===== src/hw/rtl/llta_pkg.sv =====
// Shared types and constants for the least-loaded task assigner.
// Used by llta_ctrl, llta_dp and least_loaded_task_assigner.
package llta_pkg;

    localparam int MAX_WORKERS_DEF = 16;
    localparam int LOAD_BITS_DEF   = 40;

    localparam int COST_W = 24;
    localparam int ATOM_W = 12;
    localparam int WIDX_W = 4;
    localparam int CFG_W  = 5;

    localparam logic [CFG_W-1:0] ACTIVE_WORKERS_RST = 5'd16;

    // controller -> datapath
    typedef struct packed {
        logic load_task;   // capture input beat, start a scan
        logic scan_rd;     // read next load entry
        logic finish;      // write back load, present result
    } t_dp_cmd;

    // datapath -> controller
    typedef struct packed {
        logic scan_last;   // read address is at the last active worker
        logic out_busy;    // result register holds a beat not taken this cycle
    } t_dp_status;

endpackage


===== src/hw/rtl/llta_ctrl.sv =====
// Sequencer for the least-loaded task assigner: accept, scan, drain, update.
// Depends on llta_pkg for the command and status structs.
module llta_ctrl
    import llta_pkg::*;
(
    input  logic       i_clk,
    input  logic       i_rst_n,
    input  logic       i_s_tvalid,
    output logic       o_s_tready,
    input  t_dp_status i_status,
    output t_dp_cmd    o_cmd
);

    typedef enum logic [3:0] {
        S_IDLE   = 4'b0001,
        S_SCAN   = 4'b0010,
        S_DRAIN  = 4'b0100,
        S_UPDATE = 4'b1000
    } t_state;

    t_state r_state;
    t_state n_state;

    always_comb begin
        n_state          = r_state;
        o_cmd.load_task  = 1'b0;
        o_cmd.scan_rd    = 1'b0;
        o_cmd.finish     = 1'b0;
        o_s_tready       = 1'b0;
        case (r_state)
            S_IDLE: begin
                o_s_tready = 1'b1;
                if (i_s_tvalid) begin
                    o_cmd.load_task = 1'b1;
                    n_state         = S_SCAN;
                end
            end
            S_SCAN: begin
                o_cmd.scan_rd = 1'b1;
                if (i_status.scan_last) begin
                    n_state = S_DRAIN;
                end
            end
            // last read data lands and is compared here
            S_DRAIN: begin
                n_state = S_UPDATE;
            end
            S_UPDATE: begin
                if (!i_status.out_busy) begin
                    o_cmd.finish = 1'b1;
                    n_state      = S_IDLE;
                end
            end
            default: begin
                n_state = S_IDLE;
            end
        endcase
    end

    always_ff @(posedge i_clk) begin
        if (!i_rst_n) begin
            r_state <= S_IDLE;
        end else begin
            r_state <= n_state;
        end
    end

endmodule


===== src/hw/rtl/llta_dp.sv =====
// Datapath: load memory with per-entry valid bits, min scan, saturating
// update and result register. Depends on llta_pkg.
module llta_dp
    import llta_pkg::*;
#(
    parameter int MAX_WORKERS = MAX_WORKERS_DEF,
    parameter int LOAD_BITS   = LOAD_BITS_DEF
) (
    input  logic                i_clk,
    input  logic                i_rst_n,
    input  t_dp_cmd             i_cmd,
    output t_dp_status          o_status,
    input  logic [COST_W-1:0]   i_cost,
    input  logic [ATOM_W-1:0]   i_first_atom,
    input  logic [ATOM_W-1:0]   i_second_atom,
    input  logic                i_new_batch,
    input  logic                i_cfg_wr_en,
    input  logic [CFG_W-1:0]    i_cfg_wr_data,
    output logic                o_out_valid,
    input  logic                i_out_ready,
    output logic [WIDX_W-1:0]   o_worker_index,
    output logic [ATOM_W-1:0]   o_first_atom,
    output logic [ATOM_W-1:0]   o_second_atom,
    output logic                o_load_saturated
);

    localparam int IDX_W   = (MAX_WORKERS > 1) ? $clog2(MAX_WORKERS) : 1;
    localparam int CNT_RAW = $clog2(MAX_WORKERS + 1);
    localparam int CNT_W   = (CNT_RAW > CFG_W) ? CNT_RAW : CFG_W;
    localparam int SUM_W   = ((LOAD_BITS > COST_W) ? LOAD_BITS : COST_W) + 1;

    logic [LOAD_BITS-1:0]   mem [MAX_WORKERS];
    logic [MAX_WORKERS-1:0] r_valid;

    logic [CFG_W-1:0]     r_active_workers;
    logic [COST_W-1:0]    r_cost;
    logic [ATOM_W-1:0]    r_first_atom;
    logic [ATOM_W-1:0]    r_second_atom;
    logic [IDX_W-1:0]     r_addr;
    logic [IDX_W-1:0]     r_last_idx;
    logic                 r_rd_vld;
    logic                 r_rd_ok;
    logic [IDX_W-1:0]     r_rd_idx;
    logic [LOAD_BITS-1:0] r_rd_data;
    logic [LOAD_BITS-1:0] r_best_load;
    logic [IDX_W-1:0]     r_best_idx;
    logic                 r_out_valid;
    logic [WIDX_W-1:0]    r_out_widx;
    logic [ATOM_W-1:0]    r_out_a1;
    logic [ATOM_W-1:0]    r_out_a2;
    logic                 r_out_sat;

    logic [CNT_W-1:0]     cfg_ext;
    logic [CNT_W-1:0]     eff_cnt;
    logic [CNT_W-1:0]     eff_last;
    logic [LOAD_BITS-1:0] rd_load;
    logic [SUM_W-1:0]     sum;
    logic                 ovf;
    logic [LOAD_BITS-1:0] new_load;
    logic [IDX_W+WIDX_W-1:0] widx_ext;

    // zero acts as one, anything above the worker count is clamped
    always_comb begin
        cfg_ext = CNT_W'(r_active_workers);
        eff_cnt = cfg_ext;
        if (cfg_ext == '0) begin
            eff_cnt = CNT_W'(1);
        end else if (cfg_ext > CNT_W'(MAX_WORKERS)) begin
            eff_cnt = CNT_W'(MAX_WORKERS);
        end
        eff_last = eff_cnt - CNT_W'(1);
    end

    assign rd_load  = r_rd_ok ? r_rd_data : '0;
    assign sum      = SUM_W'(r_best_load) + SUM_W'(r_cost);
    assign ovf      = (sum[SUM_W-1:LOAD_BITS] != '0);
    assign new_load = ovf ? '1 : sum[LOAD_BITS-1:0];
    assign widx_ext = {{WIDX_W{1'b0}}, r_best_idx};

    assign o_status.scan_last = (r_addr == r_last_idx);
    assign o_status.out_busy  = r_out_valid && !i_out_ready;

    // load storage, no reset: r_valid masks stale entries
    always_ff @(posedge i_clk) begin
        if (i_cmd.finish) begin
            mem[r_best_idx] <= new_load;
        end
        if (i_cmd.scan_rd) begin
            r_rd_data <= mem[r_addr];
        end
    end

    always_ff @(posedge i_clk) begin
        if (!i_rst_n) begin
            r_active_workers <= ACTIVE_WORKERS_RST;
            r_valid          <= '0;
            r_rd_vld         <= 1'b0;
            r_out_valid      <= 1'b0;
        end else begin
            if (i_cfg_wr_en) begin
                r_active_workers <= i_cfg_wr_data;
            end
            r_rd_vld <= i_cmd.scan_rd;
            if (i_cmd.load_task && i_new_batch) begin
                r_valid <= '0;
            end else if (i_cmd.finish) begin
                r_valid[r_best_idx] <= 1'b1;
            end
            if (i_cmd.finish) begin
                r_out_valid <= 1'b1;
            end else if (i_out_ready) begin
                r_out_valid <= 1'b0;
            end
        end
    end

    always_ff @(posedge i_clk) begin
        if (i_cmd.load_task) begin
            r_cost        <= i_cost;
            r_first_atom  <= i_first_atom;
            r_second_atom <= i_second_atom;
            r_addr        <= '0;
            r_last_idx    <= eff_last[IDX_W-1:0];
        end else if (i_cmd.scan_rd) begin
            r_addr <= r_addr + IDX_W'(1);
        end
        if (i_cmd.scan_rd) begin
            r_rd_ok  <= r_valid[r_addr];
            r_rd_idx <= r_addr;
        end
        // strict less-than keeps the lowest index on a tie
        if (r_rd_vld && ((r_rd_idx == '0) || (rd_load < r_best_load))) begin
            r_best_load <= rd_load;
            r_best_idx  <= r_rd_idx;
        end
        if (i_cmd.finish) begin
            r_out_widx <= widx_ext[WIDX_W-1:0];
            r_out_a1   <= r_first_atom;
            r_out_a2   <= r_second_atom;
            r_out_sat  <= (new_load == '1);
        end
    end

    assign o_out_valid      = r_out_valid;
    assign o_worker_index   = r_out_widx;
    assign o_first_atom     = r_out_a1;
    assign o_second_atom    = r_out_a2;
    assign o_load_saturated = r_out_sat;

endmodule


===== src/hw/rtl/least_loaded_task_assigner.sv =====
// Least-loaded task assigner: each task beat goes to the active worker with
// the smallest accumulated load (lowest index on a tie); the cost is added to
// that load, clamped at the largest LOAD_BITS value. A set tuser bit on the
// input beat clears all loads first. One task is handled at a time: the beat is
// accepted, the load memory is read once per active worker during the minimum
// scan, the last read is compared and the saturating update follows. The
// result sits in an output register, so the next task is accepted while the
// previous result waits; the update cycle holds for as long as a previous
// result beat is still not taken. Reset needs no clearing pass; loads are
// masked by per-worker valid bits.
// Depends on llta_pkg, llta_ctrl and llta_dp.
module least_loaded_task_assigner
    import llta_pkg::*;
#(
    parameter int MAX_WORKERS = MAX_WORKERS_DEF,
    parameter int LOAD_BITS   = LOAD_BITS_DEF
) (
    input  logic              i_clk,
    input  logic              i_rst_n,
    input  logic              i_s_tvalid,
    output logic              o_s_tready,
    // [23:0] task_cost, [35:24] first_atom, [47:36] second_atom
    input  logic [47:0]       i_s_tdata,
    // [0] new_batch
    input  logic              i_s_tuser,
    output logic              o_m_tvalid,
    input  logic              i_m_tready,
    // [3:0] worker_index, [15:4] out_first_atom, [27:16] out_second_atom,
    // [31:28] zero
    output logic [31:0]       o_m_tdata,
    // [0] load_saturated
    output logic              o_m_tuser,
    input  logic              i_cfg_wr_en,
    input  logic [CFG_W-1:0]  i_cfg_wr_data
);

    t_dp_cmd    cmd;
    t_dp_status status;

    logic [WIDX_W-1:0] worker_index;
    logic [ATOM_W-1:0] out_first_atom;
    logic [ATOM_W-1:0] out_second_atom;

    llta_ctrl u_ctrl (
        .i_clk      (i_clk),
        .i_rst_n    (i_rst_n),
        .i_s_tvalid (i_s_tvalid),
        .o_s_tready (o_s_tready),
        .i_status   (status),
        .o_cmd      (cmd)
    );

    llta_dp #(
        .MAX_WORKERS (MAX_WORKERS),
        .LOAD_BITS   (LOAD_BITS)
    ) u_dp (
        .i_clk            (i_clk),
        .i_rst_n          (i_rst_n),
        .i_cmd            (cmd),
        .o_status         (status),
        .i_cost           (i_s_tdata[23:0]),
        .i_first_atom     (i_s_tdata[35:24]),
        .i_second_atom    (i_s_tdata[47:36]),
        .i_new_batch      (i_s_tuser),
        .i_cfg_wr_en      (i_cfg_wr_en),
        .i_cfg_wr_data    (i_cfg_wr_data),
        .o_out_valid      (o_m_tvalid),
        .i_out_ready      (i_m_tready),
        .o_worker_index   (worker_index),
        .o_first_atom     (out_first_atom),
        .o_second_atom    (out_second_atom),
        .o_load_saturated (o_m_tuser)
    );

    assign o_m_tdata = {4'b0000, out_second_atom, out_first_atom, worker_index};

endmodule

===== config.mk =====
export PLATFORM = sky130hd
export DESIGN_NAME = least_loaded_task_assigner
export DESIGN_NICKNAME = d
export VERILOG_FILES = /design/src/hw/rtl/llta_pkg.sv /design/src/hw/rtl/llta_ctrl.sv /design/src/hw/rtl/llta_dp.sv /design/src/hw/rtl/least_loaded_task_assigner.sv
export SDC_FILE = /design/constraint.sdc
export NUM_CORES = 1
export LEC_CHECK = 0
export BUFFER_PORTS_ARGS = -buffer_cell sky130_fd_sc_hd__buf_2
export CORE_ASPECT_RATIO = 0.7
export CORE_UTILIZATION = 65
export CTS_CLUSTER_DIAMETER = 80
export DETAILED_ROUTE_END_ITERATION = 12
export PLACE_DENSITY_LB_ADDON = 0.1
export SLEW_MARGIN = 40
export SYNTH_ARGS = -nofsm -noshare
export SYNTH_HDL_FRONTEND = slang
export SYNTH_SLANG_ARGS = --single-unit

===== constraint.sdc =====
create_clock -name i_clk -period 13.75 [get_ports i_clk]
set_input_delay 1.375 -clock i_clk [delete_from_list [all_inputs] [get_ports i_clk]]
set_output_delay 1.375 -clock i_clk [all_outputs]
set_load 0.02 [all_outputs]

==> run_results.csv <==
group,metric,value,unit
status,status,"completed",
worst_setup_path,cp_cell_sequence,"ha_1 > fa_1 > a21o_1 > a21oi_2 > o31ai_4 > a31oi_1 > o21ba_1 > nor4_1 > xnor2_1 > or4b_1 > or4_1 > a2111oi_2",
cts,clk_latency,0.62,ns
die,io_pins,94,
detailed_routing,dr.first_iter.drc_count,1892,
placed_design,dpl_cell_area,0.0350,mm²
pwr,power,5400,µW
detailed_routing,postRouteAntennaNets,0,
global_routing,grt_pass1_wl,108,mm
sta,setup_viol,0,
synth,ys_types,66,
final_layout,stdcell_count,2535,
synth,synth_compound_area_share,2.83,%
cts,cts_buffer_depth,3,
final_layout,final_common_cell,"edfxtp_1",
die,die_y,192,µm
sta,fin_setup_tns,0,ns
synth,avgSynthCellArea,20.1,µm²
worst_setup_path,required,14.17,ns
worst_setup_path,slowest_stage,"or4b_1",
die,rows,69,
synth,async_flop_share,0,%
final_layout,finalInstanceArea,0.0375,mm²
cts,root_buffer,"clkbuf_16",
cts,cts_hold_buffers,0,
detailed_routing,firstDrtPassIters,7,
synth,synth.area.mux_share,14.0,%
sta,drv_slew,0,
sta,fmax,0.214,GHz
die,start_util,66.0,%
worst_setup_path,critical_path_arrival,5.11,ns
detailed_routing,drc,0,
worst_setup_path,worst_r2r_path_depth,12,
synth,synth_area,0.0335,mm²
die,dieWidth,274,µm
worst_setup_path,worstSetupEndpointType,"flip-flop",
final_layout,nNetsFinal,1929,
worst_setup_path,crit_fanout,11,
global_routing,antenna_found_initial,1,
synth,synth_flop_cell,"edfxtp_1",
worst_setup_path,crit_type,"flip-flop to flip-flop",
synth,yosysSeqAreaShare,74.4,%
cts,cts_tree,"built",
synth,synthSimpleGateAreaFrac,3.82,%
hold_path,min_path_cells,0,
die,core_area,0.0509,mm²
sta,setup_ws,9.07,ns
detailed_routing,wl_per_cell,29.3,µm
sta,hold_viol_final,0,
sta,skew,0.0274,ns
synth,synthCells,1671,
worst_setup_path,cp-start-kind,"flip-flop",
placed_design,place.port_buffers,89,
die,dieArea,0.0525,mm²
cts,htreeDepth,3,
pwr,vdd_drop_max,144,µV
cts,post-cts-setup-buffer-count,0,
synth,ys_ff_latch,841,
synth,ys_warn_count,0,
placed_design,gp_congestion,0.957,
cts,path_clk_slew,0.06,ns
final_layout,num_antenna_cells,0,
cts,clkSinkCount,841,
sta,tightest_slew,0.873,ns
global_routing,grt_max_degree,97,
synth,synth-xor-area-share,1.07,%
sta,fin_crit,4.68,ns
final_layout,drive_above_1_share,26.1,%
synth,synth_edf_count,810,
cts,cts_made_buffers,75,
sta,maxSlewHeadroom,41.8,%
job,cap_violations,0,
global_routing,gr-total-overflow,0,
final_layout,final_cell_mix,"edfxtp_1 (810), mux4_2 (205), buf_2 (89), clkbuf_16 (75), ha_1 (65)",
global_routing,grt_pass1_vias,16800,
synth,synth_top_family_by_area,"multiplexers",
global_routing,grt_usage,29.3,%
detailed_routing,via_per_inst,6.58,
synth,synth_fa_ha_area_share,2.48,%
final_layout,syn_to_final_growth,11.9,%
placed_design,preCtsSetupSlack,9.19,ns
cts,ctsResizeCount,0,
placed_design,dp_hpwl,39.8,mm
worst_setup_path,critPathMaxStageDelay,0.58,ns
placed_design,dp.cells,2398,
sta,fin_crit_sh,34.1,%
sta,grt_setup_unrepaired,"false",
hold_path,hold_path_class,"flip-flop to flip-flop",
detailed_routing,vias,16700,
pwr,p_per_area,144,mW/mm²
pwr,leakagePower,0.0121,µW
detailed_routing,wirelength,74.2,mm
## worst paths after layout
check / start / end / slack, ns
max: u_dp.r_best_load[0] / u_dp.o_load_saturated / 9.07
min: u_dp.r_first_atom[5] / u_dp.o_first_atom[5] / 0.41
max reg2reg: u_dp.r_best_load[0] / u_dp.o_load_saturated / 9.07
min reg2reg: u_dp.r_first_atom[5] / u_dp.o_first_atom[5] / 0.41
## worst max-delay path, delay by kind of cell (launching register included)
family	cells	cell delay, ns
compound gates	6	1.96
xor+xnor	1	0.17
fa+ha+maj	2	0.70
flops	1	0.41
simple gates	3	1.25
## synthesized netlist by cell type, types with 14 or more instances
| master | n | area, µm² |
|---|---|---|
| a21oi_1 | 43 | 215 |
| and2_1 | 45 | 282 |
| buf_1 | 22 | 82.6 |
| clkbuf_1 | 43 | 161 |
| dfxtp_1 | 31 | 621 |
| edfxtp_1 | 810 | 24300 |
| ha_1 | 65 | 813 |
| inv_1 | 42 | 158 |
| mux4_2 | 205 | 4620 |
| nand2_1 | 62 | 233 |
| nand2b_1 | 14 | 87.6 |
| nand3_1 | 15 | 75.1 |
| nand4_1 | 20 | 125 |
| nor2_1 | 50 | 188 |
| nor3_1 | 14 | 70.1 |
| o21a_1 | 22 | 165 |
| o21ai_0 | 25 | 125 |
| xnor2_1 | 19 | 166 |
| xor2_1 | 19 | 166 |
## metal layers
metal	part of all wire, %	global-route usage [%]	routed length [µm]	up-vias
met1	42	43.6	31300	8757
met3	9.3	6.79	6880	104
met2	47	44.2	34600	784
met4	2.0	8.08	1460	0
li1	-	-	-	7043
met5	0	0	0	-
## cells by family after synthesis
kind of cell | Yosys count
other | 1
adders and majority gates | 66
muxes | 214
buffers and inverters | 118
DFF | 841
xor gates and xnor gates | 39
and+or+nand+nor | 250
AOI/OAI and AO/OA | 142
## state kept, by name (all words and copies together) (netlist names), 12 cells and up
name	flops
u_dp.mem	640
u_dp.r_first_atom	12
u_dp.r_second_atom	12
u_dp.o_first_atom	12
u_dp.r_valid	16
u_dp.r_rd_data	40
u_dp.r_best_load	40
u_dp.o_second_atom	12
u_dp.r_cost	24
## stage by stage
step / util (%) / hold WS, ns
3_5_place_dp: 68.9 / 0.405
3_3_place_gp: 68.8 / 0.401
6_report: 73.8 / 0.410
2_1_floorplan: - / 0.400
4_1_cts: 73.7 / 0.410
5_1_grt: 73.8 / 0.429
## cell type report
class                           count  area, µm²
Sequential cell                   841      25000
Clock buffer                       87       1920
Multi-Input combinational cell    715       8320
Inverter                           45        169
Timing Repair Buffer              126        821
Fill cell                        2860      13300
Clock inverter                     47        505
Tap cell                          674        843
## where the power goes
group | total, µW | internal [µW] | leakage [µW] | switching [µW]
Sequential | 2910 | 2890 | 0.00757 | 23.8
Clock | 2100 | 1200 | 0.00118 | 900
Combinational | 391 | 163 | 0.00340 | 227
Note: power is estimated with default switching activity, not from simulation.
